## src/sket_pkg.sv

```systemverilog
// Shared types, codes and key-order function for the sorted key/entry table.
// No dependencies; every other file in src imports this package.
package sket_pkg;

    // Default number of cells in the chain
    localparam int DEPTH_DEF = 128;

    // Field widths
    localparam int KEY_W   = 64;
    localparam int PAGE_W  = 32;
    localparam int SLOT_W  = 32;
    localparam int RIDX_W  = 7;
    localparam int STAT_W  = 3;
    localparam int OCNT_W  = 8;
    localparam int POS_W   = 7;
    localparam int MODE_W  = 2;

    // Stream and configuration widths
    localparam int IN_DATA_W  = 136;
    localparam int IN_USER_W  = MODE_W;
    localparam int OUT_DATA_W = 144;
    localparam int OUT_USER_W = STAT_W;
    localparam int CFG_IDX_W  = 8;
    localparam int CFG_DATA_W = 8;

    // Register reset values
    localparam logic [7:0] CAP_RESET = 8'd128;

    // Configuration register indexes
    localparam logic [CFG_IDX_W-1:0] CFG_CAPACITY  = 8'd0;
    localparam logic [CFG_IDX_W-1:0] CFG_KEY_FLOAT = 8'd1;

    typedef enum logic [MODE_W-1:0] {
        MODE_INSERT = 2'd0,
        MODE_ERASE  = 2'd1,
        MODE_READ   = 2'd2,
        MODE_CLEAR  = 2'd3
    } t_mode;

    typedef enum logic [STAT_W-1:0] {
        ST_INSERTED  = 3'd0,
        ST_UPDATED   = 3'd1,
        ST_ERASED    = 3'd2,
        ST_NOT_FOUND = 3'd3,
        ST_FULL      = 3'd4,
        ST_READ_OK   = 3'd5,
        ST_RANGE     = 3'd6,
        ST_CLEARED   = 3'd7
    } t_status;

    // One stored key with its entry
    typedef struct packed {
        logic [KEY_W-1:0]  key;
        logic [PAGE_W-1:0] page;
        logic [SLOT_W-1:0] slot;
    } t_entry;

    // Per-cell update command
    typedef struct packed {
        logic shift_up;    // take the entry of the cell below
        logic shift_down;  // take the entry of the cell above
        logic load_key;    // take the new key and entry
        logic load_entry;  // take the new page and slot, keep the key
    } t_cell_ctl;

    // Map a key to an unsigned code whose order is the key order
    function automatic logic [KEY_W-1:0] order_code(input logic [KEY_W-1:0] k,
                                                    input logic is_float);
        logic [KEY_W-1:0] v;
        v = k;
        if (is_float) begin
            if (k[KEY_W-2:0] == '0) begin
                v = '0;
            end
            if (v[KEY_W-1]) begin
                order_code = ~v;
            end else begin
                order_code = {~v[KEY_W-1], v[KEY_W-2:0]};
            end
        end else begin
            order_code = {~v[KEY_W-1], v[KEY_W-2:0]};
        end
    endfunction

endpackage

```

## src/sket_find.sv

```systemverilog
// Lowest-set-bit finder over the cell flags: one-hot hit, mask of cells at
// or below the hit, and the hit index. Depends on sket_pkg only by import.
module sket_find #(
    parameter int DEPTH = sket_pkg::DEPTH_DEF
) (
    input  logic [DEPTH-1:0]         i_vec,
    output logic [DEPTH-1:0]         o_hot,
    output logic [DEPTH-1:0]         o_le,
    output logic [$clog2(DEPTH)-1:0] o_idx,
    output logic                     o_any
);
    import sket_pkg::*;

    localparam int IDX_W = $clog2(DEPTH);

    logic [DEPTH-1:0] w_dec;

    // Borrow ripples up to the lowest set bit
    assign w_dec = i_vec - DEPTH'(1);
    assign o_le  = i_vec ^ w_dec;
    assign o_hot = i_vec & ~w_dec;
    assign o_any = |i_vec;

    // Encode the one-hot hit
    always_comb begin
        o_idx = '0;
        for (int j = 0; j < DEPTH; j++) begin
            if (o_hot[j]) begin
                o_idx = o_idx | IDX_W'(j);
            end
        end
    end

endmodule

```

## config.mk

```make
export PLATFORM = sky130hd
export DESIGN_NAME = sket_find
export DESIGN_NICKNAME = d
export VERILOG_FILES = /design/src/sket_pkg.sv /design/src/sket_find.sv
export SDC_FILE = /design/constraint.sdc
export NUM_CORES = 1
export LEC_CHECK = 0
export BUFFER_PORTS_ARGS = -buffer_cell sky130_fd_sc_hd__buf_2
export CORE_AREA = 2 2 153 155
export DETAILED_ROUTE_END_ITERATION = 8
export DIE_AREA = 0 0 155 157
export GPL_TIMING_DRIVEN = 0
export SLEW_MARGIN = 20
export SYNTH_ARGS = -nofsm -noshare
export SYNTH_HDL_FRONTEND = slang
export SYNTH_SLANG_ARGS = --single-unit
export TNS_END_PERCENT = 10
```

## constraint.sdc

```tcl
create_clock -name vclk -period 6.1
set_clock_uncertainty 0.1 [all_clocks]
set_input_delay 0.915 -clock vclk [all_inputs]
set_output_delay 0.915 -clock vclk [all_outputs]
set_load 0.005 [all_outputs]
```

# Yosys cells after proc, flatten, opt, wreduce, memory -nomap -nowiden

Index checks and enable logic that the tools add are counted.
W data, S select, Z words.

Bits in registers: 0
Input bits: 128
Output and inout port bits: 264
Word-level logic and storage cells: 132

Add/sub/neg operators: 1
Muxes and demuxes: 127
Bitwise operators: 3
Reductions and logical operators: 1

Operator list:

| kind                      | count |
|---|---|
| $mux W7                   | 64 |
| $mux W6                   | 32 |
| $and A128 B128 Y128       | 1 |
| $not A128 Y128            | 1 |
| $reduce_or A128 Y1        | 1 |
| $sub A128 B1 Y128 const B | 1 |
| $xor A128 B128 Y128       | 1 |
| $mux W5                   | 16 |
| $mux W4                   | 8 |
| $mux W3                   | 4 |
| $mux W2                   | 2 |
| $mux W1                   | 1 |

# Depth between registers and ports, before layout

Gate-level depths: netlist of the first run.

Depth in word-level cells: 130
Gate-level depth with buffers: 13
Depth with buffers taken out: 13

# Worst setup path after synthesis of the first run

Ideal clock, no wire load.

Kind: input to output
Start point: input port i_vec[59]
End point: output port o_idx[2]
Arrival time: 3133 ps
Data required time: 5085 ps
Setup slack: 1952 ps
Stages: 10
Buffers on the path: 2
Path through: buf_2 nor4_1 buf_2 nand3_1 nor4b_4 nand2_2 or3_1 and3b_1 and4bb_1 nand4b_1

Word-level cells in the longest chain between the ends: 71

Ends and longest elaborated chain:

| item                  | RTL line        | RTL |
|---|---|---|
| start, declared       | sket_find.sv:6  | `input logic [DEPTH-1:0] i_vec,` |
| $sub A128 B1 Y128 *   | sket_find.sv:19 | `assign w_dec = i_vec - DEPTH'(1);` |
| $not A128 Y128 *      | sket_find.sv:21 | `assign o_hot = i_vec & ~w_dec;` |
| $and A128 B128 Y128 * | sket_find.sv:21 |  |
| $mux W6 (4 in a row)  | sket_find.sv:28 | `if (o_hot[j]) begin` |
| $mux W7 (63 in a row) | sket_find.sv:28 |  |
| $mux W7 *             | sket_find.sv:28 |  |
| end, declared         | sket_find.sv:9  | `output logic [$clog2(DEPTH)-1:0] o_idx,` |

Mark *: on every way between the ends. The rest lies on a longest branch, timed or not.

# Worst setup path after layout of the first run

Start point: input port i_vec[43]
End point: output port o_idx[2]

Word-level cells in the longest chain between the ends: 87

Ends and longest elaborated chain:

| item                  | RTL line |
|---|---|
| $sub A128 B1 Y128 *   | sket_find.sv:19 |
| $not A128 Y128 *      | sket_find.sv:21 |
| $and A128 B128 Y128 * | sket_find.sv:21 |
| $mux W6 (20 in a row) | sket_find.sv:28 |
| $mux W7 (63 in a row) | sket_find.sv:28 |
| $mux W7 *             | sket_find.sv:28 |

Marks and branches as above.

==> metrics.md, run 1 <==
| Metric | Value |
|---|---|
| Largest net degree at the start of global routing | `11` |
| All-layer global routing usage | `0.364` |
| CP max stage delay | `1.11 ns` |
| Required time worst endpoint | `5.08 ns` |
| Mapped Area | `5030 sq um` |
| Die area | `24300 sq um` |
| Buf/Inv on CP | `2` |
| CP Class | `primary input to output port` |
| Synth top area share | `0.114` |
| Antenna-violating nets left | `0` |
| DRC errors left | `0` |
| Vias in the first global route | `9139` |
| Hold path depth | `4` |
| Hold-fix buffers at CTS | `0` |
| Avg Cell Area, Syn | `5.71 sq um` |
| Fin worst setup slack | `0.0849 ns` |
| Syn Inst Count | `880` |
| Detailed-route wire length per cell | `30.3 um` |
| Biggest area consumer among synthesized cells | `nor4_1` |
| Final period util | `0.986` |
| 1st-pass router iterations | `6` |
| Initial antenna violation count | `2` |
| Vias per cell | `6.23` |
| Tmin final | `6.02 ns` |
| Pwr Density | `27.8 nW/um^2` |
| Detail Placement HPWL | `40.2 mm` |
| Max Slew Vio Count | `0` |
| Worst Path Arrival | `5.00 ns` |
| IO Pins | `392` |
| Static Leak | `4.17 nW` |
| RSZ-0062 raised after global routing | `false` |
| Die X | `155 um` |
| Non-filler cells, final | `1553` |
| Critical path peak fanout | `10` |
| Core area | `22500 sq um` |
| Worst setup SP type | `primary input` |
| Peak VDD IR | `23.9 uV` |
| Dpl cells | `1553` |
| Slew @ Worst Pin | `1.24 ns` |
| Post-route setup TNS | `0 ns` |
| Sequential cells | `0` |
| Syn-to-layout area delta | `47.2%` |
| Rows | `55` |
| Max Freq | `166 MHz` |
| Setup Viol. Count Final | `0` |
| First-pass GRT wire length | `65.1 mm` |
| # diodes | `0` |
| Final core occ | `0.329` |
| Final hold vios | `0` |
| Total congestion overflow | `0` |
| First DRT Iteration DRCs | `1131` |
| Top post-synthesis cells by area | `nor4_1 (11%), nor3_1 (9.0%), nor2_1 (8.4%)` |
| Cell breakdown of the critical path | `buf_2 > nor3_1 > nand3_1 > nor3_2 > nand2_1 > nor4b_1 > or4bb_1 > nor3_1 > nand4b_1 > buf_2` |
| Vias post-DR | `9675` |
| Layout Nets | `1398` |
| Hold EP | `o_any` |
| Critical Path End Type | `output port` |
| Routed wire length | `47.1 mm` |
| GP Congestion | `1.03` |
| Crit-path slowest cell | `nor4b_1` |
| Kind of cell adding the most delay to the critical path | `simple AND/OR/NAND/NOR gates` |
| Netlist cell types | `71` |
| Placement Setup Slack | `0.127 ns` |
| Die H | `157 um` |
| Max-cap violation count | `0` |
| Ys Warns | `0` |
| Seq. cell area | `0 sq um` |
| Ratio of cells with drive above 1 in the final layout | `0.371` |
| Clock buffer cells | `0` |
| Port bufs | `386` |
| Hold path start | `i_vec[127]` |
| Initial Util | `0.223` |
| Hold Path Class | `primary input to output port` |
| Outcome | `completed` |
| Worst rel slew slack | `0.161` |
| Seq/Total Area, Yosys | `0` |
| Syn_nets | `1008` |
==> placed cells by master (no fill, tap or decap), types with 3 or more instances in the layout <==
cell       count
and2_1        51
inv_2          4
nand2b_1       4
o21ai_0        3
a21oi_1        8
or2_2         11
o2111ai_1      3
buf_2        394
or4_1         25
nor4_1        84
o211ai_1       3
nand4_1       66
nand2_1       79
nand4b_1       7
nor2_1       113
nand3b_1       6
nor4_4         5
nor3_1        87
nand4_2        4
or3_1         18
nor4_2        19
nand3_1       67
a211o_1        3
and4_1         9
nand2_2        4
nor3_2         9
and3_1        36
nor4b_1        5
inv_1         85
a2111oi_1      3
clkbuf_1       4
==> kinds of logic (layout without fill, tap and decap cells) <==
group | count (synthesis) | in the layout | synth area share
AO/OA/AOI/OAI | 43 | 43 | 0.0652
AND/OR/NAND/NOR | 730 | 730 | 0.849
buffers and inverters | 106 | 494 | 0.0846
other | 1 | 1 | 0.000746
==> power by group <==
group          total (mW)  switching (mW)  internal (mW)
Combinational       0.206           0.148         0.0576
Clock                   0               0              0
Sequential              0               0              0
Total               0.206           0.148         0.0576
==> worst max-delay path by stage <==
stage | depth (start not counted) | startpoint | endpoint | slack [ns]
after floorplan | 10 | i_vec[59] | o_idx[2] | 1.95
after global placement | 10 | i_vec[66] | o_idx[3] | -0.21
after detailed placement | 10 | i_vec[29] | o_idx[4] | 0.13
after CTS | 10 | i_vec[29] | o_idx[4] | 0.13
after global routing | 10 | i_vec[43] | o_idx[6] | 0.08
final | 10 | i_vec[43] | o_idx[2] | 0.08
==> cells in the mapped netlist (2+ instances only) <==
master / count
inv_2: 4
o21bai_1: 2
nor2_1: 113
nor3_1: 90
nand2b_1: 4
nand4b_1: 7
inv_1: 85
a2111oi_0: 3
clkbuf_1: 4
nor4_1: 92
nand4_1: 66
nand3b_1: 6
nor3_2: 6
a32oi_1: 2
o211ai_1: 3
or3_1: 18
nand4_2: 4
nor2_2: 2
nand3_1: 67
a211o_1: 3
or2_2: 11
nor3b_1: 2
buf_4: 2
nand2_2: 4
and2_1: 51
or4b_2: 2
o21ai_0: 3
nand2_1: 79
o2111ai_1: 3
buf_2: 7
nor4_2: 11
or4b_1: 2
and4_1: 9
or4_1: 25
nor4b_1: 5
a21o_1: 2
a21oi_1: 8
and3_1: 36
nor4_4: 5
==> metal layers <==
layer | up-vias | part of all wire | track usage | wire length [um]
li1 | 4154 | - | - | -
met1 | 4644 | 0.40 | 0.466 | 18700
met2 | 770 | 0.46 | 0.623 | 21900
met3 | 107 | 0.10 | 0.0647 | 4870
met4 | 0 | 0.035 | 0.112 | 1670
met5 | - | 0 | 0 | 0
==> stage by stage <==
| step | cell area [sq um] | hold WS [ns] | power [mW] |
|---|---|---|---|
| finish | 7400 | 2.01 | 0.206 |
| global route | 7400 | 2.04 | 0.215 |
| CTS | 7380 | 2.01 | 0.197 |
| detailed placement | 7380 | 2.00 | 0.197 |
| global placement | 7320 | 2.01 | 0.196 |
| floorplan | 5030 | 1.76 | 0.0573 |
==> area by class of cell <==
class              count  area (sq um)
multi-input cells    774          4670
well taps            285           357
fillers             2665         15100
repair buffers       388          1950
inverters             90           340
plain buffers         16          85.1
==> repair_timing <==
item | in CTS | in global routing
gates resized for setup | 0 | 2
setup buffers | 0 | 0
endpoints found under the setup margin | 0 | 3
Note: power is estimated with default switching activity, not from simulation.
==> inputs of run 2 (changes only) <==
--- a/config.mk
+++ b/config.mk
@@ -6,9 +6,9 @@
 export NUM_CORES = 1
 export LEC_CHECK = 0
 export BUFFER_PORTS_ARGS = -buffer_cell sky130_fd_sc_hd__buf_2
-export CORE_AREA = 2 2 153 155
+export CORE_AREA = 2 2 154 156
 export DETAILED_ROUTE_END_ITERATION = 8
-export DIE_AREA = 0 0 155 157
+export DIE_AREA = 0 0 156 158
 export GPL_TIMING_DRIVEN = 0
 export SLEW_MARGIN = 20
 export SYNTH_ARGS = -nofsm -noshare
==> constraint.sdc (replaced) <==
create_clock -name vclk -period 5.1
set_clock_uncertainty 0.1 [all_clocks]
set_input_delay 0.765 -clock vclk [all_inputs]
set_output_delay 0.765 -clock vclk [all_outputs]
set_load 0.005 [all_outputs]
==> run 2 against run 1 <==
Against the previous run:
- core utilization increased by 0.27 points
- worst hold slack got worse by 0.31 ns
- combinational power increased by 21%
- non-clock buffer count increased by 9
- cell area increased by 3.3%
- global-route usage about the same
==> metrics.md, run 2 (same netlist as run 1, synthesis figures left out) <==
| Metric | Value |
|---|---|
| Outcome | `completed` |
| Tmin final | `5.09 ns` |
| Slew @ Worst Pin | `1.12 ns` |
| CP Class | `primary input to output port` |
| Required time worst endpoint | `4.24 ns` |
| Met3 usage | `0.0608` |
| Pwr Density | `32.5 nW/um^2` |
| Setup Viol. Count Final | `0` |
| Port bufs | `386` |
| M2 GR Usage | `0.629` |
| Critical path peak fanout | `6` |
| Static Leak | `4.31 nW` |
| IO Pins | `392` |
| Vias per cell | `6.18` |
| Max Freq | `196 MHz` |
| Die X | `156 um` |
| Worst setup SP type | `primary input` |
| Total congestion overflow | `0` |
| Hold Path Class | `primary input to output port` |
| Clock buffer cells | `0` |
| RSZ-0062 raised after global routing | `true` |
| Largest net degree at the start of global routing | `11` |
| Seq. cell area | `0 sq um` |
| Final period util | `0.998` |
| Detailed-route wire length per cell | `30.3 um` |
| Die area | `24600 sq um` |
| Global route hottest layer | `met2` |
| Peak VDD IR | `32.0 uV` |
| Buf/Inv on CP | `2` |
| Most common cell after layout, fill and taps aside | `buf_2` |
| Final Instance Area | `7640 sq um` |
| Antenna-violating nets left | `0` |
| Critical Path End Type | `output port` |
| Vias in the first global route | `9152` |
| Vias post-DR | `9704` |
| Layout Nets | `1408` |
| Most frequent cells in the layout | `buf_2 (394), nor2_1 (113), inv_1 (85)` |
| 1st-pass router iterations | `6` |
| Detail Placement HPWL | `40.7 mm` |
| Routed wire length | `47.5 mm` |
| Max-cap violation count | `0` |
| All-layer global routing usage | `0.364` |
| Die H | `158 um` |
| Initial antenna violation count | `0` |
| Syn-to-layout area delta | `52.0%` |
| Max Slew Vio Count | `0` |
| First DRT Iteration DRCs | `1056` |
| Rows | `56` |
| First-pass GRT wire length | `65.2 mm` |
| Ratio of cells with drive above 1 in the final layout | `0.390` |
| Core area | `23100 sq um` |
| Kind of cell adding the most delay to the critical path | `simple AND/OR/NAND/NOR gates` |
| Crit-path slowest cell | `o41ai_1` |
| CP max stage delay | `0.69 ns` |
| Final hold vios | `0` |
| Worst Path Arrival | `4.22 ns` |
| Pwr Total | `249 uW` |
| Worst rel slew slack | `0.250` |
| DRC errors left | `0` |
| Placement Setup Slack | `-0.522 ns` |
| Area post-placement | `7380 sq um` |
| Initial Util | `0.218` |
| Cell breakdown of the critical path | `buf_2 > nor4_4 > nand4_1 > nor4_4 > nand2_1 > o41ai_1 > a2111oi_2 > nand4b_1 > or4b_1 > buf_2` |
| GP Congestion | `1.02` |
| Met1 Track Usage GR | `0.465` |
| Fin worst setup slack | `0.0103 ns` |
| Sequential cells | `0` |
==> run 2: cell types whose count changed in the layout (fill, tap and decap cells not counted), sizes merged <==
cell	change
buf	+10
nor4	+1
diode	+1
clkdlybuf4s18	-1
==> run 2: per-stage QoR <==
step	TNS, ns	utilization	cells	hold slack [ns]
2_1_floorplan	0	-	880	1.46
4_1_cts	0	0.325	1563	1.70
3_5_place_dp	-2.87	0.320	1558	1.70
3_3_place_gp	-4.64	0.318	1556	1.70
5_1_grt	-0.0154	0.331	1568	1.72
6_report	0	0.332	1569	1.70
==> run 2: routing by layer <==
metal | routed length, um | up-vias | share of wire
met5 | 0 | - | 0
met4 | 1730 | 0 | 0.036
met3 | 4860 | 106 | 0.10
met2 | 22300 | 736 | 0.47
met1 | 18600 | 4672 | 0.39
li1 | - | 4190 | -
==> run 2: final cells by class <==
cell class                      count  area (sq um)
Multi-Input combinational cell    775          4830
Tap cell                          290           363
Inverter                           90           340
Antenna cell                        1          2.50
Buffer                             16          88.8
Fill cell                        2694         15400
Timing Repair Buffer              397          2010
==> run 2: timing repair <==
action	in CTS	in global routing
endpoints found under the setup margin	9	8
endpoints found under the hold margin	0	0
hold buffers	0	0
resized for setup	15	17
cloned	0	1
setup buffers	5	4
pin swaps	3	3
==> run 2: path summary, 6_finish.rpt <==
path | startpoint | to | slack [ns] | cells after the start
setup / recovery | i_vec[22] | o_idx[5] | 0.01 | 10
hold / removal | i_vec[6] | o_le[7] | 1.70 | 3
==> run 2: report_power, final <==
part	internal, mW	total, mW	switching (mW)
Clock	0	0.00000000000327	0
Combinational	0.0704	0.249	0.178
Sequential	0	0	0
==> inputs of run 3 (changes only) <==
==> constraint.sdc (replaced) <==
create_clock -name vclk -period 5.1
set_clock_uncertainty 0.1 [all_clocks]
set_input_delay 1.02 -clock vclk [all_inputs]
set_output_delay 1.02 -clock vclk [all_outputs]
set_load 0.005 [all_outputs]
==> run 3 against run 2 <==
Against the previous run:
- the run now ends with negative setup slack left
- sequential share of layout area unchanged
- cell count grew 1.4%
- count of clock-buffer cells in the layout stayed put
- largest power group unchanged
- flip-flop and latch count unchanged
- global-route usage up 0.48 points
==> metrics.md, run 3 (same netlist as run 1, synthesis figures left out) <==
| Metric | Value |
|---|---|
| Outcome | `finished with violations` |
| Violated checks | `negative setup slack` |
| Critical path launch point | `i_vec[22]` |
| Final period util | `1.00` |
| Most frequent cells in the layout | `buf_2 (389), nor2_1 (111), inv_1 (83)` |
| Die H | `158 um` |
| Peak VDD IR | `26.1 uV` |
| # diodes | `0` |
| Slew @ Worst Pin | `1.04 ns` |
| Antenna-violating nets left | `0` |
| Syn-to-layout area delta | `65.9%` |
| Vias post-DR | `9908` |
| Fin worst setup slack | `-0.0191 ns` |
| First DRT Iteration DRCs | `1024` |
| Pwr Total | `273 uW` |
| Max Freq | `195 MHz` |
| Seq. cell area | `0 sq um` |
| Worst Path Arrival | `4.00 ns` |
| Pwr Density | `32.7 nW/um^2` |
| Most common cell after layout, fill and taps aside | `buf_2` |
| Placement Setup Slack | `-1.03 ns` |
| Hold Path Class | `primary input to output port` |
| All-layer global routing usage | `0.369` |
| Total congestion overflow | `0` |
| Sequential cells | `0` |
| CP Class | `primary input to output port` |
| Dpl cells | `1558` |
| Clock buffer cells | `0` |
| Tmin final | `5.12 ns` |
| Crit path capture | `o_idx[5]` |
| Detail Placement HPWL | `40.7 mm` |
| Setup Viol. Count Final | `3` |
| Required time worst endpoint | `3.98 ns` |
| Rows | `56` |
| Worst setup SP type | `primary input` |
| Worst rel slew slack | `0.303` |
| Static Leak | `4.60 nW` |
| WHS | `2.21 ns` |
| Critical Path End Type | `output port` |
| RSZ-0062 raised after global routing | `true` |
| Fillcell total | `2628` |
| Max-cap violation count | `0` |
| IO Pins | `392` |
| Initial antenna violation count | `0` |
| Routed wire length | `48.3 mm` |
| Max Slew Vio Count | `0` |
| Post-route setup TNS | `-0.0289 ns` |
| Final hold vios | `0` |
| Critical path peak fanout | `10` |
| Hold path start | `i_vec[6]` |
| Port bufs | `386` |
| Vias in the first global route | `9329` |
| Vias per cell | `6.23` |
| Initial Util | `0.218` |
| Die X | `156 um` |
| First-pass GRT wire length | `66.1 mm` |
| 1st-pass router iterations | `5` |
| Core area | `23100 sq um` |
| Largest net degree at the start of global routing | `11` |
| Layout Nets | `1431` |
| Die area | `24600 sq um` |
| GP Congestion | `1.02` |
| Detailed-route wire length per cell | `30.4 um` |
| Ratio of cells with drive above 1 in the final layout | `0.439` |
| Non-filler cells, final | `1591` |
| DRC errors left | `0` |
run 3: cell count changes in the layout (fill, tap and decap cells not counted), sizes merged:
cell / delta
buf: +20
clkbuf: +4
clkinvlp: +1
diode: -1
inv: -1
nor4: -1
run 3: power by group:
| group | leakage, nW | internal (mW) | switching (mW) | total (mW) |
|---|---|---|---|---|
| clock | 0 | 0 | 0 | 0 |
| combinational | 4.60 | 0.0767 | 0.196 | 0.273 |
| sequential | 0 | 0 | 0 | 0 |
| total | 4.60 | 0.0767 | 0.196 | 0.273 |
run 3: worst min-delay path by stage:
stage	end	slack, ns	cells past startpoint
detailed placement	o_le[7]	2.21	3
CTS	o_le[7]	2.21	3
finish	o_le[7]	2.21	3
floorplan	o_hot[1]	1.97	1
global route	o_le[7]	2.23	3
global placement	o_le[7]	2.21	3
run 3: final cells by class:
| cell class | count | area, sq um | share of cell area |
|---|---|---|---|
| repair buffers | 421 | 2200 | 0.264 |
| multi-input cells | 774 | 5330 | 0.639 |
| inverters | 90 | 349 | 0.0419 |
| plain buffers | 16 | 100 | 0.0120 |
| well taps | 290 | 363 | 0.0435 |
run 3: worst max-delay path: stages:
cell	delay (ns)
buf_2	0.16
nor4_4	0.54
and4_1	0.31
nand2_2	0.12
inv_2	0.19
nand2_4	0.13
inv_6	0.20
and3_2	0.29
nand4_1	0.29
and3_1	0.31
nand4_1	0.13
or4b_1	0.17
buf_2	0.12
run 3: layer usage:
| layer | track usage | routed length, um | up-vias | part of all wire |
|---|---|---|---|---|
| met5 | 0 | 0 | - | 0 |
| met4 | 0.125 | 2120 | 0 | 0.044 |
| met3 | 0.0632 | 4860 | 127 | 0.10 |
| met2 | 0.631 | 22400 | 749 | 0.46 |
| met1 | 0.468 | 19000 | 4785 | 0.39 |
| li1 | - | - | 4247 | - |
run 3: per-stage QoR:
step,area [sq um],utilization
after floorplan,5030,-
after global placement,7320,0.318
after detailed placement,7380,0.320
after CTS,8030,0.348
after global routing,8340,0.362
final,8340,0.362
run 3: timing repair:
item,CTS,global route
setup buffers,23,10
pin swaps,14,11
resized for setup,76,47
endpoints found under the setup margin,64,8
hold buffers,0,0
