**src/sket_pkg.sv**
```systemverilog
// Shared types, codes and key-order function for the sorted key/entry table.
// No dependencies; every other file in src imports this package.
package sket_pkg;

    // Default number of cells in the chain
    localparam int DEPTH_DEF = 128;

    // Field widths
    localparam int KEY_W   = 64;
    localparam int PAGE_W  = 32;
    localparam int SLOT_W  = 32;
    localparam int RIDX_W  = 7;
    localparam int STAT_W  = 3;
    localparam int OCNT_W  = 8;
    localparam int POS_W   = 7;
    localparam int MODE_W  = 2;

    // Stream and configuration widths
    localparam int IN_DATA_W  = 136;
    localparam int IN_USER_W  = MODE_W;
    localparam int OUT_DATA_W = 144;
    localparam int OUT_USER_W = STAT_W;
    localparam int CFG_IDX_W  = 8;
    localparam int CFG_DATA_W = 8;

    // Register reset values
    localparam logic [7:0] CAP_RESET = 8'd128;

    // Configuration register indexes
    localparam logic [CFG_IDX_W-1:0] CFG_CAPACITY  = 8'd0;
    localparam logic [CFG_IDX_W-1:0] CFG_KEY_FLOAT = 8'd1;

    typedef enum logic [MODE_W-1:0] {
        MODE_INSERT = 2'd0,
        MODE_ERASE  = 2'd1,
        MODE_READ   = 2'd2,
        MODE_CLEAR  = 2'd3
    } t_mode;

    typedef enum logic [STAT_W-1:0] {
        ST_INSERTED  = 3'd0,
        ST_UPDATED   = 3'd1,
        ST_ERASED    = 3'd2,
        ST_NOT_FOUND = 3'd3,
        ST_FULL      = 3'd4,
        ST_READ_OK   = 3'd5,
        ST_RANGE     = 3'd6,
        ST_CLEARED   = 3'd7
    } t_status;

    // One stored key with its entry
    typedef struct packed {
        logic [KEY_W-1:0]  key;
        logic [PAGE_W-1:0] page;
        logic [SLOT_W-1:0] slot;
    } t_entry;

    // Per-cell update command
    typedef struct packed {
        logic shift_up;    // take the entry of the cell below
        logic shift_down;  // take the entry of the cell above
        logic load_key;    // take the new key and entry
        logic load_entry;  // take the new page and slot, keep the key
    } t_cell_ctl;

    // Map a key to an unsigned code whose order is the key order
    function automatic logic [KEY_W-1:0] order_code(input logic [KEY_W-1:0] k,
                                                    input logic is_float);
        logic [KEY_W-1:0] v;
        v = k;
        if (is_float) begin
            if (k[KEY_W-2:0] == '0) begin
                v = '0;
            end
            if (v[KEY_W-1]) begin
                order_code = ~v;
            end else begin
                order_code = {~v[KEY_W-1], v[KEY_W-2:0]};
            end
        end else begin
            order_code = {~v[KEY_W-1], v[KEY_W-2:0]};
        end
    endfunction

endpackage

```
**src/sket_cell.sv**
```systemverilog
// One cell of the table chain: holds a key and its entry, compares against
// the broadcast search code and moves entries to and from its neighbors.
// Depends on sket_pkg.
module sket_cell (
    input  logic                  i_clk,
    input  logic                  i_cmp_en,
    input  logic                  i_is_float,
    input  logic [63:0]           i_cmp_code,
    input  sket_pkg::t_cell_ctl   i_ctl,
    input  sket_pkg::t_entry      i_new,
    input  sket_pkg::t_entry      i_lo,
    input  sket_pkg::t_entry      i_hi,
    output sket_pkg::t_entry      o_entry,
    output logic                  o_ge,
    output logic                  o_eq
);
    import sket_pkg::*;

    t_entry           r_entry;
    t_entry           n_entry;
    logic             r_ge;
    logic             r_eq;
    logic [KEY_W-1:0] w_code;

    assign w_code = order_code(r_entry.key, i_is_float);

    // Capture compare flags when a request enters
    always_ff @(posedge i_clk) begin
        if (i_cmp_en) begin
            r_ge <= (w_code >= i_cmp_code);
            r_eq <= (w_code == i_cmp_code);
        end
    end

    // Select the next entry: shift, load or hold
    always_comb begin
        n_entry = r_entry;
        if (i_ctl.shift_up) begin
            n_entry = i_lo;
        end else if (i_ctl.shift_down) begin
            n_entry = i_hi;
        end else if (i_ctl.load_key) begin
            n_entry = i_new;
        end else if (i_ctl.load_entry) begin
            n_entry.page = i_new.page;
            n_entry.slot = i_new.slot;
        end
    end

    always_ff @(posedge i_clk) begin
        r_entry <= n_entry;
    end

    assign o_entry = r_entry;
    assign o_ge    = r_ge;
    assign o_eq    = r_eq;

endmodule

```
**config.mk**
```make
export PLATFORM = sky130hd
export DESIGN_NAME = sket_cell
export DESIGN_NICKNAME = d
export VERILOG_FILES = /design/src/sket_pkg.sv /design/src/sket_cell.sv
export SDC_FILE = /design/constraint.sdc
export NUM_CORES = 1
export LEC_CHECK = 0
export BUFFER_PORTS_ARGS = -buffer_cell sky130_fd_sc_hd__buf_2
export CORE_AREA = 2 2 231 233
export CTS_CLUSTER_SIZE = 8
export DETAILED_ROUTE_END_ITERATION = 6
export DIE_AREA = 0 0 233 235
export PLACE_DENSITY = 0.38
export SETUP_SLACK_MARGIN = 0.4
export SYNTH_ARGS = -nofsm -noshare
export SYNTH_HDL_FRONTEND = slang
export SYNTH_SLANG_ARGS = --single-unit
```
**constraint.sdc**
```tcl
create_clock -name i_clk -period 3.5 [get_ports i_clk]
set_input_delay 0.525 -clock i_clk [delete_from_list [all_inputs] [get_ports i_clk]]
set_output_delay 0.525 -clock i_clk [all_outputs]
set_load 0.02 [all_outputs]
```
# Word level (Yosys, flattened, before mapping)
# Cells that the tools add are included.
dict set report classes {
  n_lt_le_gt_ge 1
  eq_ne 1
  n_mux 9
  n_bitwise 3
  reduce_logical 3
}
# op count
set ops {}
lappend ops {{64-bit 2-to-1 mux} 7}
lappend ops {{128-bit 2-to-1 mux} 2}
lappend ops {{64-bit == test} 1}
lappend ops {{64-bit greater-or-equal comparator} 1}
lappend ops {{64-bit NOT} 1}
lappend ops {{63-bit zero test} 1}
lappend ops {{4-bit nonzero test} 1}
lappend ops {{3-bit nonzero test} 1}
lappend ops {{1-bit NOT} 2}
dict set report totals {
  register_bits 130
  input_bits 455
  output_inout_bits 130
  wordCells 22
}

# Longest topological paths before layout
# Gate-level depths: netlist of run 1.
dict set report logic_depth {
  ltp_word 7
  ltp_mapped 14
  mapped_depth_nobuf 12
}

# Least setup slack after synthesis of run 1
# Ideal clock, no wire load.
dict set report synth_path {
  path_type {input-to-reg}
  from {in i_ctl[3] in the netlist's numbering}
  to {reg r_entry (netlist bit o_entry[0]), enable pin}
  setup_ps 394
  t_arrival_ps 3190
  required_time_ps 3106
  path_slack_ps -84
  path_stages 3
  n_path_buf 1
  path_cell_list {buf_2 -> or3_1 -> or2_2}
}
dict set report synth_between {
  elab_chain_cells 1
}
# element line
set synth_rtl {}
lappend synth_rtl {{start, declared} sket_cell.sv:9} ;# input sket_pkg::t_cell_ctl i_ctl,
lappend synth_rtl {{4-bit nonzero test (no line)} n/a}
lappend synth_rtl {{end signal, assigned} sket_cell.sv:51} ;# r_entry <= n_entry;
lappend synth_rtl {{end, declared} sket_cell.sv:19} ;# t_entry r_entry;
# Every way passes these cells.
# A chain may end at the register's enable or synchronous reset.

# Final worst setup path of run 1
dict set report layout_path {
  from {reg r_entry (netlist bit o_entry[101])}
  to {reg r_ge, in the netlist o_ge (data pin)}
}
dict set report layout_between {
  elab_chain_cells 7
  elab_cells_between_ends 8
  classes_between {order compare (1); mux (4); bitwise (2); reduce/logical (1)}
}
# element line
set layout_rtl {}
lappend layout_rtl {{63-bit zero test} sket_pkg.sv:72} ;# if (k[KEY_W-2:0] == '0) begin
lappend layout_rtl {{64-bit 2-to-1 mux} sket_pkg.sv:72}
lappend layout_rtl {{64-bit 2-to-1 mux} sket_pkg.sv:71} ;# if (is_float) begin
lappend layout_rtl {{64-bit NOT / 1-bit NOT (equally long branches)} {sket_pkg.sv:76, sket_pkg.sv:78}}
lappend layout_rtl {{64-bit 2-to-1 mux} sket_pkg.sv:75} ;# if (v[KEY_W-1]) begin
lappend layout_rtl {{64-bit 2-to-1 mux (*)} sket_pkg.sv:71}
lappend layout_rtl {{64-bit greater-or-equal comparator (*)} sket_cell.sv:30} ;# r_ge <= (w_code >= i_cmp_code);
lappend layout_rtl {{end signal, assigned} sket_cell.sv:30}
lappend layout_rtl {{end, declared} sket_cell.sv:21} ;# logic r_ge;
# Mark *: on every way between the ends. The rest lies on a longest branch, timed or not. The select of a mux whose other input is x is not followed.

==> run_summary.xml, run 1 <==
<?xml version="1.0" encoding="UTF-8"?>
<metrics>
  <group name="die">
    <metric name="floorplan.die.width" unit="µm">233</metric>
    <metric name="boundaryPins" unit="">585</metric>
    <metric name="floorplan.die.height" unit="µm">235</metric>
    <metric name="core_region_area" unit="mm²">0.0522</metric>
    <metric name="die_footprint" unit="mm²">0.0548</metric>
    <metric name="initial_core_util" unit="%">17.4</metric>
    <metric name="rows" unit="">84</metric>
  </group>
  <group name="critical_path">
    <metric name="timing.critical_path.cells" unit="">nor4_4 &gt; buf_4 &gt; nand4_1 &gt; nor4_1 &gt; buf_4 &gt; and2_4 &gt; buf_12 &gt; nor2_2 &gt; ha_1 &gt; nand4_1 &gt; or4_4 &gt; nor2_4 &gt; nand4_1 &gt; o21bai_1 &gt; nand4_1</metric>
    <metric name="crit-reg2reg-capture" unit="">o_ge$_DFFE_PP_</metric>
    <metric name="slowest_stage" unit="">or4_4</metric>
    <metric name="setup.worst_path.end_class" unit="">flip-flop</metric>
    <metric name="crit_top_cell" unit="">nand4_1</metric>
    <metric name="kind_of_cell_adding_the_most_delay_to_the_critical_path" unit="">simple AND/OR/NAND/NOR gates</metric>
    <metric name="r2r_cells" unit="">15</metric>
    <metric name="worst-endpoint-arrival" unit="ns">3.97</metric>
    <metric name="critical_path.max_fanout" unit="">10</metric>
    <metric name="crit_required" unit="ns">3.81</metric>
    <metric name="timing_worst_setup_path_type" unit="">reg -&gt; reg</metric>
    <metric name="startpoint_type" unit="">flip-flop</metric>
    <metric name="critPathMaxStageDelay" unit="ns">0.59</metric>
    <metric name="crit_buf_inv" unit="">3</metric>
    <metric name="regToRegStartpoint" unit="">o_entry[101]$_DFFE_PP_</metric>
    <metric name="worst-r2r-setup-slack" unit="ns">-0.16</metric>
  </group>
  <group name="synthesis">
    <metric name="synth-seq-cells" unit="">130</metric>
    <metric name="synth-warning-count" unit="">0</metric>
    <metric name="synth_sequential_area_ratio" unit="%">43.0</metric>
    <metric name="synthesis.area_per_instance" unit="µm²">9.71</metric>
    <metric name="synth_unique_cells" unit="">35</metric>
    <metric name="postSynthCellCount" unit="">936</metric>
    <metric name="syn_area" unit="mm²">0.00909</metric>
    <metric name="synthesis.nets" unit="">1455</metric>
  </group>
  <group name="global_route">
    <metric name="global_route_wire_length_before_repair" unit="mm">57.6</metric>
    <metric name="first_global_vias" unit="">9915</metric>
    <metric name="grt_overflow_total" unit="">0</metric>
    <metric name="antenna_found_initial" unit="">4</metric>
    <metric name="grt_max_degree" unit="">115</metric>
    <metric name="overall_fraction_of_global_route_tracks_in_use" unit="%">14.3</metric>
  </group>
  <group name="timing">
    <metric name="max_clock_freq" unit="MHz">273</metric>
    <metric name="final.setup.worst_slack" unit="ns">-0.157</metric>
    <metric name="slew_headroom" unit="%">33.2</metric>
    <metric name="period_share" unit="%">104</metric>
    <metric name="fin_setup_tns" unit="ns">-0.160</metric>
    <metric name="worstMarginPinSlew" unit="ns">1.00</metric>
    <metric name="setup_repair_after_global_routing_missed_its_margin" unit="">yes</metric>
    <metric name="hold_slack" unit="ns">0.336</metric>
    <metric name="fin_worst_skew" unit="ns">0.00606</metric>
    <metric name="finalCriticalPeriod" unit="ns">3.66</metric>
    <metric name="final-max-slew-violation-count" unit="">0</metric>
    <metric name="number_of_setup_violations_in_the_final_report" unit="">2</metric>
    <metric name="finalHoldViolCount" unit="">0</metric>
  </group>
  <group name="cells_and_area">
    <metric name="layout-drive-gt1-share" unit="%">46.2</metric>
    <metric name="nets_finish" unit="">2119</metric>
    <metric name="area_growth_syn_to_layout" unit="%">57.6</metric>
    <metric name="utilization" unit="%">27.4</metric>
  </group>
  <group name="job">
    <metric name="cap_viol_max_count" unit="">0</metric>
  </group>
  <group name="pwr">
    <metric name="power-per-cell-area" unit="mW/mm²">415</metric>
    <metric name="total_leakage_power" unit="nW">7.27</metric>
    <metric name="vdd_ir_drop_max" unit="µV">203</metric>
    <metric name="finalPower" unit="mW">5.94</metric>
  </group>
  <group name="clock_network">
    <metric name="cts_num_sinks" unit="">130</metric>
    <metric name="cts-hold-fix-buffers" unit="">0</metric>
    <metric name="clkSlewWorstSetupHoldPaths" unit="ns">0.06</metric>
    <metric name="h_tree_levels" unit="">4</metric>
    <metric name="clockRootBuffer" unit="">clkbuf_16</metric>
    <metric name="cts_tree" unit="">done</metric>
    <metric name="cts_made_buffers" unit="">17</metric>
    <metric name="clk-insertion-delay-late" unit="ns">0.44</metric>
    <metric name="max-clock-path-buffers" unit="">2</metric>
  </group>
  <group name="drt">
    <metric name="drt_iter0_markers" unit="">303</metric>
    <metric name="route.detailed.wl_per_inst" unit="µm">17.2</metric>
    <metric name="detail-route-antenna-nets" unit="">0</metric>
    <metric name="dr_total_vias" unit="">9168</metric>
    <metric name="drc_errors" unit="">0</metric>
    <metric name="route.final.wire_length" unit="mm">39.7</metric>
    <metric name="post_drt_via_cell_ratio" unit="">3.98</metric>
    <metric name="drt-pass1-iter-count" unit="">5</metric>
  </group>
  <group name="run_status">
    <metric name="violated_checks" unit="">negative setup slack</metric>
    <metric name="outcome" unit="">complete, but fails checks</metric>
  </group>
  <group name="hold_path">
    <metric name="holdPathEnd" unit="">o_eq$_DFFE_PP_</metric>
    <metric name="hold_depth" unit="">1</metric>
    <metric name="hold_path.startpoint" unit="">i_cmp_en</metric>
    <metric name="class_of_the_tightest_hold_or_removal_check" unit="">in -&gt; reg</metric>
  </group>
  <group name="placed_design">
    <metric name="routabilityCongestion" unit="">0.859</metric>
    <metric name="place_worst_setup_slack" unit="ns">-0.863</metric>
    <metric name="buffer_ports.inserted" unit="">584</metric>
    <metric name="post-dp-hpwl" unit="mm">33.7</metric>
  </group>
</metrics>
-- synthesized netlist by cell type --
| library cell | n | area [µm²] |
|---|---|---|
| nand2_1 | 141 | 529 |
| o21ai_0 | 136 | 681 |
| edfxtp_1 | 130 | 3900 |
| mux2i_1 | 128 | 1280 |
| ha_1 | 64 | 801 |
| inv_1 | 63 | 236 |
| xor2_1 | 62 | 543 |
| nor2_1 | 59 | 221 |
| clkbuf_1 | 30 | 113 |
| a21oi_1 | 23 | 115 |
| nand4_1 | 20 | 125 |
| nor4_1 | 17 | 106 |
| buf_2 | 16 | 80.1 |
| nand3_1 | 6 | 30.0 |
| nor3_1 | 6 | 30.0 |
| buf_6 | 5 | 56.3 |
| a21o_1 | 4 | 30.0 |
| nand2b_1 | 4 | 25.0 |
| a211oi_1 | 3 | 22.5 |
| a2111oi_0 | 2 | 17.5 |
| a21boi_0 | 2 | 15.0 |
| or4_1 | 2 | 15.0 |
| a221oi_1 | 1 | 8.76 |
| a41o_1 | 1 | 10.0 |
| and2_1 | 1 | 6.26 |
| buf_1 | 1 | 3.75 |
| buf_12 | 1 | 20.0 |
| buf_4 | 1 | 7.51 |
| nor2b_1 | 1 | 6.26 |
| o21bai_1 | 1 | 7.51 |
| o311a_1 | 1 | 10.0 |
| o41ai_1 | 1 | 8.76 |
| or2_2 | 1 | 6.26 |
| or3_1 | 1 | 6.26 |
| xnor2_1 | 1 | 8.76 |
-- metal layers --
metal	track usage (%)	share of wire (%)	vias to the layer above
met5	0	0.045	-
met4	4.73	2.1	4
met3	3.40	6.2	42
met2	27.0	53	335
met1	15.5	39	4125
li1	-	-	4662
-- worst max path at each step --
stage | endpoint | cells past startpoint | from | slack, ns
3_5_place_dp | o_ge$_DFFE_PP_ | 16 | o_entry[98]$_DFFE_PP_ | -0.86
2_1_floorplan | o_ge$_DFFE_PP_ | 13 | o_entry[84]$_DFFE_PP_ | 0.31
5_1_grt | o_ge$_DFFE_PP_ | 17 | o_entry[101]$_DFFE_PP_ | -0.50
3_3_place_gp | o_ge$_DFFE_PP_ | 16 | o_entry[98]$_DFFE_PP_ | -0.87
6_report | o_ge$_DFFE_PP_ | 15 | o_entry[101]$_DFFE_PP_ | -0.16
4_1_cts | o_ge$_DFFE_PP_ | 15 | o_entry[101]$_DFFE_PP_ | -0.29
-- registers in the layout, summed over array words and instances (netlist names) --
signal and cells:
o_entry 128, o_eq 1, o_ge 1
-- area by class of cell --
| class | count | area [µm²] |
|---|---|---|
| diodes | 2 | 5.00 |
| clock inverters | 15 | 253 |
| clock buffers | 17 | 425 |
| repair buffers | 698 | 3880 |
| inverters | 63 | 236 |
| multi-input cells | 690 | 4760 |
| fillers | 5645 | 37900 |
| flip-flops and latches | 130 | 3900 |
| well taps | 688 | 861 |
-- layout by cell type (no fill, tap or decap), drive strengths merged, types with 2 or more instances in the layout --
master and n:
nor4 17, o21ai 136, a21oi 23, a21boi 2, nor3 6, clkinv 4, xor2 62, nand2 141
nand2b 4, inv 67, or4 2, nand3 6, a21o 4, nor2 60, ha 64, clkbuf 17
buf 698, diode 2, bufinv 6, a2111oi 2, a211oi 3, edfxtp 130, mux2i 128, nand4 20
-- timing repair --
action / CTS / global route
buffers inserted: 10 / 0
gates cloned: 1 / 0
pin swaps: 10 / 0
endpoints found under the setup margin: 2 / 2
resized for setup: 17 / 1
-- through the flow --
step | cell area, µm² | instances
after global routing | 14300 | 2302
after floorplan | 9100 | 936
final | 14300 | 2303
after detailed placement | 13500 | 2258
after global placement | 13500 | 2258
after CTS | 14300 | 2301
-- power breakdown --
group,total [mW],internal (mW),switching [mW]
clock,2.10,1.34,0.758
combinational,1.84,0.813,1.03
sequential,2.00,1.92,0.0803
-- kinds of logic after synthesis --
| family | after synthesis | synth area share [%] |
|---|---|---|
| AOI/OAI and AO/OA | 175 | 10.2 |
| xor gates and xnor gates | 63 | 6.07 |
| adders and majority gates | 64 | 8.81 |
| buffers and inverters | 117 | 5.69 |
| DFF | 130 | 43.0 |
| muxes | 128 | 14.1 |
| and+or+nand+nor | 259 | 12.2 |
No activity file was read; power rests on OpenSTA's default activity.
==> run 2: changes to the inputs <==
ABC_AREA = 1   (was unset)
CORE_AREA = 2 2 227 229   (was 2 2 231 233)
DIE_AREA = 0 0 229 231   (was 0 0 233 235)
PLACE_DENSITY = 0.41   (was 0.38)
==> run 2 against run 1 <==
- global-route usage increased by 2.5 points
- setup slack improved by 0.69 ns
- largest power group is now registers
- sequential share of layout area decreased by 0.67 points
- critical endpoint unchanged
- highest routed layer unchanged
- sequential cell count unchanged
- count of clock-buffer cells in the layout unchanged
- non-clock buffer count is 71 lower
- the run now ends clean
- combinational power barely moved
- critical path type unchanged
==> run_summary.xml, run 2 <==
<?xml version="1.0" encoding="UTF-8"?>
<metrics>
  <group name="timing">
    <metric name="slew_headroom" unit="%">35.9</metric>
    <metric name="number_of_setup_violations_in_the_final_report" unit="">0</metric>
    <metric name="period_share" unit="%">84.9</metric>
    <metric name="finalHoldViolCount" unit="">0</metric>
    <metric name="fin_worst_skew" unit="ns">0.00786</metric>
    <metric name="final.setup.worst_slack" unit="ns">0.529</metric>
    <metric name="finalCriticalPeriod" unit="ns">2.97</metric>
    <metric name="hold_slack" unit="ns">0.263</metric>
    <metric name="max_clock_freq" unit="MHz">337</metric>
    <metric name="worstMarginPinSlew" unit="ns">0.961</metric>
    <metric name="final-max-slew-violation-count" unit="">0</metric>
    <metric name="fin_setup_tns" unit="ns">0</metric>
    <metric name="setup_repair_after_global_routing_missed_its_margin" unit="">yes</metric>
  </group>
  <group name="job">
    <metric name="cap_viol_max_count" unit="">0</metric>
  </group>
  <group name="global_route">
    <metric name="overall_fraction_of_global_route_tracks_in_use" unit="%">16.8</metric>
    <metric name="global_route_wire_length_before_repair" unit="mm">65.8</metric>
    <metric name="grt_max_degree" unit="">129</metric>
    <metric name="grt_overflow_total" unit="">0</metric>
    <metric name="first_global_vias" unit="">10800</metric>
    <metric name="antenna_found_initial" unit="">4</metric>
  </group>
  <group name="synthesis">
    <metric name="postSynthCellCount" unit="">1303</metric>
    <metric name="number_of_synthesized_flops_with_an_enable_pin" unit="">130</metric>
    <metric name="synth-warning-count" unit="">0</metric>
    <metric name="synth_unique_cells" unit="">28</metric>
    <metric name="synth_top_cells_by_area" unit="">edfxtp_1 40%, a21oi_1 14%, nand2_1 11%</metric>
    <metric name="netlist.top_cell.by_area" unit="">edfxtp_1</metric>
    <metric name="synth_commonest_cells" unit="">283 x a21oi_1, 282 x nand2_1, 185 x nor2_1</metric>
    <metric name="synth_top_area_share" unit="%">39.5</metric>
    <metric name="synthesis.area_per_instance" unit="µm²">7.58</metric>
    <metric name="synth-seq-cells" unit="">130</metric>
    <metric name="synthFlopType" unit="">edfxtp_1</metric>
    <metric name="asyncSetResetFlopFracSynth" unit="%">0</metric>
    <metric name="synth_sequential_area_ratio" unit="%">39.5</metric>
    <metric name="syn_area" unit="mm²">0.00988</metric>
    <metric name="synthesis.nets" unit="">1822</metric>
    <metric name="synthMostInstantiatedCell" unit="">a21oi_1</metric>
  </group>
  <group name="clock_network">
    <metric name="cts_made_buffers" unit="">17</metric>
    <metric name="cts_tree" unit="">done</metric>
    <metric name="max-clock-path-buffers" unit="">2</metric>
    <metric name="cts-hold-fix-buffers" unit="">0</metric>
    <metric name="clk-insertion-delay-late" unit="ns">0.48</metric>
    <metric name="h_tree_levels" unit="">4</metric>
    <metric name="cts_num_sinks" unit="">130</metric>
    <metric name="clkSlewWorstSetupHoldPaths" unit="ns">0.07</metric>
    <metric name="clockRootBuffer" unit="">clkbuf_16</metric>
  </group>
  <group name="cells_and_area">
    <metric name="final_common_cell" unit="">buf_2</metric>
    <metric name="utilization" unit="%">29.0</metric>
    <metric name="nets_finish" unit="">2393</metric>
    <metric name="final_cell_mix" unit="">582 x buf_2, 280 x a21oi_1, 270 x nand2_1, 175 x nor2_1, 130 x edfxtp_1</metric>
    <metric name="area_growth_syn_to_layout" unit="%">48.6</metric>
    <metric name="largest_register_ffs" unit="">128</metric>
    <metric name="layout-drive-gt1-share" unit="%">45.4</metric>
  </group>
  <group name="critical_path">
    <metric name="critical_path.max_fanout" unit="">7</metric>
    <metric name="setup.worst_path.end_class" unit="">flip-flop</metric>
    <metric name="worst-r2r-setup-slack" unit="ns">0.53</metric>
    <metric name="worst-endpoint-arrival" unit="ns">3.20</metric>
    <metric name="r2r_cells" unit="">19</metric>
    <metric name="crit_required" unit="ns">3.73</metric>
    <metric name="regToRegStartpoint" unit="">o_entry[90]$_DFFE_PP_</metric>
    <metric name="startpoint_type" unit="">flip-flop</metric>
    <metric name="crit-reg2reg-capture" unit="">o_ge$_DFFE_PP_</metric>
    <metric name="timing_worst_setup_path_type" unit="">reg -&gt; reg</metric>
  </group>
  <group name="die">
    <metric name="initial_core_util" unit="%">19.5</metric>
    <metric name="boundaryPins" unit="">585</metric>
    <metric name="floorplan.die.height" unit="µm">231</metric>
    <metric name="die_footprint" unit="mm²">0.0529</metric>
    <metric name="rows" unit="">83</metric>
    <metric name="floorplan.die.width" unit="µm">229</metric>
    <metric name="core_region_area" unit="mm²">0.0507</metric>
  </group>
  <group name="drt">
    <metric name="drt-pass1-iter-count" unit="">5</metric>
    <metric name="drc_errors" unit="">0</metric>
    <metric name="route.detailed.wl_per_inst" unit="µm">17.9</metric>
    <metric name="drt_iter0_markers" unit="">537</metric>
    <metric name="post_drt_via_cell_ratio" unit="">4.30</metric>
    <metric name="dr_total_vias" unit="">11100</metric>
    <metric name="route.final.wire_length" unit="mm">46.1</metric>
    <metric name="detail-route-antenna-nets" unit="">0</metric>
  </group>
  <group name="pwr">
    <metric name="total_leakage_power" unit="nW">7.42</metric>
    <metric name="vdd_ir_drop_max" unit="µV">379</metric>
    <metric name="power-per-cell-area" unit="mW/mm²">400</metric>
  </group>
  <group name="placed_design">
    <metric name="routabilityCongestion" unit="">0.894</metric>
    <metric name="buffer_ports.inserted" unit="">584</metric>
    <metric name="place_worst_setup_slack" unit="ns">0.400</metric>
    <metric name="post-dp-hpwl" unit="mm">36.5</metric>
  </group>
  <group name="hold_path">
    <metric name="class_of_the_tightest_hold_or_removal_check" unit="">in -&gt; reg</metric>
    <metric name="hold_path.startpoint" unit="">i_cmp_en</metric>
    <metric name="hold_depth" unit="">1</metric>
    <metric name="holdPathEnd" unit="">o_eq$_DFFE_PP_</metric>
  </group>
  <group name="run_status">
    <metric name="outcome" unit="">finished clean</metric>
  </group>
</metrics>
==> run 2: changes by cell type after synthesis, moves of 50 or more <==
cell,before,now
a21oi_1,23,283
mux2i_1,128,0
nand2_1,141,282
nor2_1,59,185
o21ai_0,136,5
or2_2,1,51
xor2_1,62,0
==> run 2: kinds of logic (layout without fill, tap and decap cells) <==
logic type / after synthesis / after routing / synth area share (%)
adders and majority gates: 64 / 64 / 8.10
and+or+nand+nor: 607 / 607 / 28.8
AOI/OAI and AO/OA: 294 / 294 / 15.0
DFF: 130 / 130 / 39.5
buffers and inverters: 208 / 792 / 8.55
other: 0 / 2 / 0
==> run 2: report_power, final <==
part,switching [mW],leakage [nW],internal (mW)
registers,0.126,1.34,1.92
logic,1.08,5.78,0.749
clock network,0.792,0.306,1.20
==> run 2: worst max path at each step <==
| stage | start | to | slack [ns] | cells past startpoint |
|---|---|---|---|---|
| 3_5_place_dp | o_entry[99]$_DFFE_PP_ | o_ge$_DFFE_PP_ | 0.40 | 18 |
| 3_3_place_gp | o_entry[99]$_DFFE_PP_ | o_ge$_DFFE_PP_ | 0.37 | 19 |
| 4_1_cts | o_entry[65]$_DFFE_PP_ | o_ge$_DFFE_PP_ | 0.42 | 18 |
| 6_report | o_entry[90]$_DFFE_PP_ | o_ge$_DFFE_PP_ | 0.53 | 19 |
| 5_1_grt | o_entry[115]$_DFFE_PP_ | o_ge$_DFFE_PP_ | 0.29 | 21 |
| 2_1_floorplan | i_ctl[2] | o_entry[0]$_DFFE_PP_ | 0.59 | 4 |
==> run 2: metal layers <==
metal / wire [µm] / global-route usage [%]
met5: 13 / 0
met4: 723 / 4.93
met3: 2810 / 4.27
met2: 23700 / 30.1
met1: 18900 / 19.7
==> run 2: critical path, cell delays in order (launching register included) <==
cell,delay (ns)
edfxtp_1,0.47
nor2_1,0.14
nand4_1,0.22
nor3_4,0.33
nand3_4,0.18
buf_12,0.19
buf_12,0.12
nand3_2,0.05
inv_2,0.04
ha_1,0.28
nand2_1,0.08
inv_2,0.04
nand2_1,0.06
a21oi_1,0.05
nor2_1,0.13
nand2_1,0.07
nand2_1,0.08
nand2_2,0.08
nand2_2,0.07
nand2_1,0.04
==> run 2: area by class of cell <==
cell class	count	area [µm²]
repair buffers	627	3400
clock buffers	17	425
inverters	133	505
well taps	680	851
diodes	2	5.00
clock inverters	15	205
flip-flops and latches	130	3900
fillers	5693	36000
multi-input cells	965	5390
==> run 2: timing repair <==
item | 4_1_cts | 5_1_grt
hold endpoints to repair | 0 | 0
pin swaps | 1 | 32
setup endpoints to repair | 1 | 2
cloned | 0 | 5
resized for setup | 2 | 53
buffers inserted | 5 | 7
==> run 2: metrics by stage <==
| step | std cells | instance area (µm²) | total power [mW] |
|---|---|---|---|
| after floorplan | 1303 | 9880 | 3.07 |
| after global placement | 2518 | 13600 | 3.86 |
| after detailed placement | 2518 | 13600 | 3.87 |
| after CTS | 2555 | 14200 | 5.94 |
| after global routing | 2567 | 14700 | 6.23 |
| final | 2569 | 14700 | 5.87 |
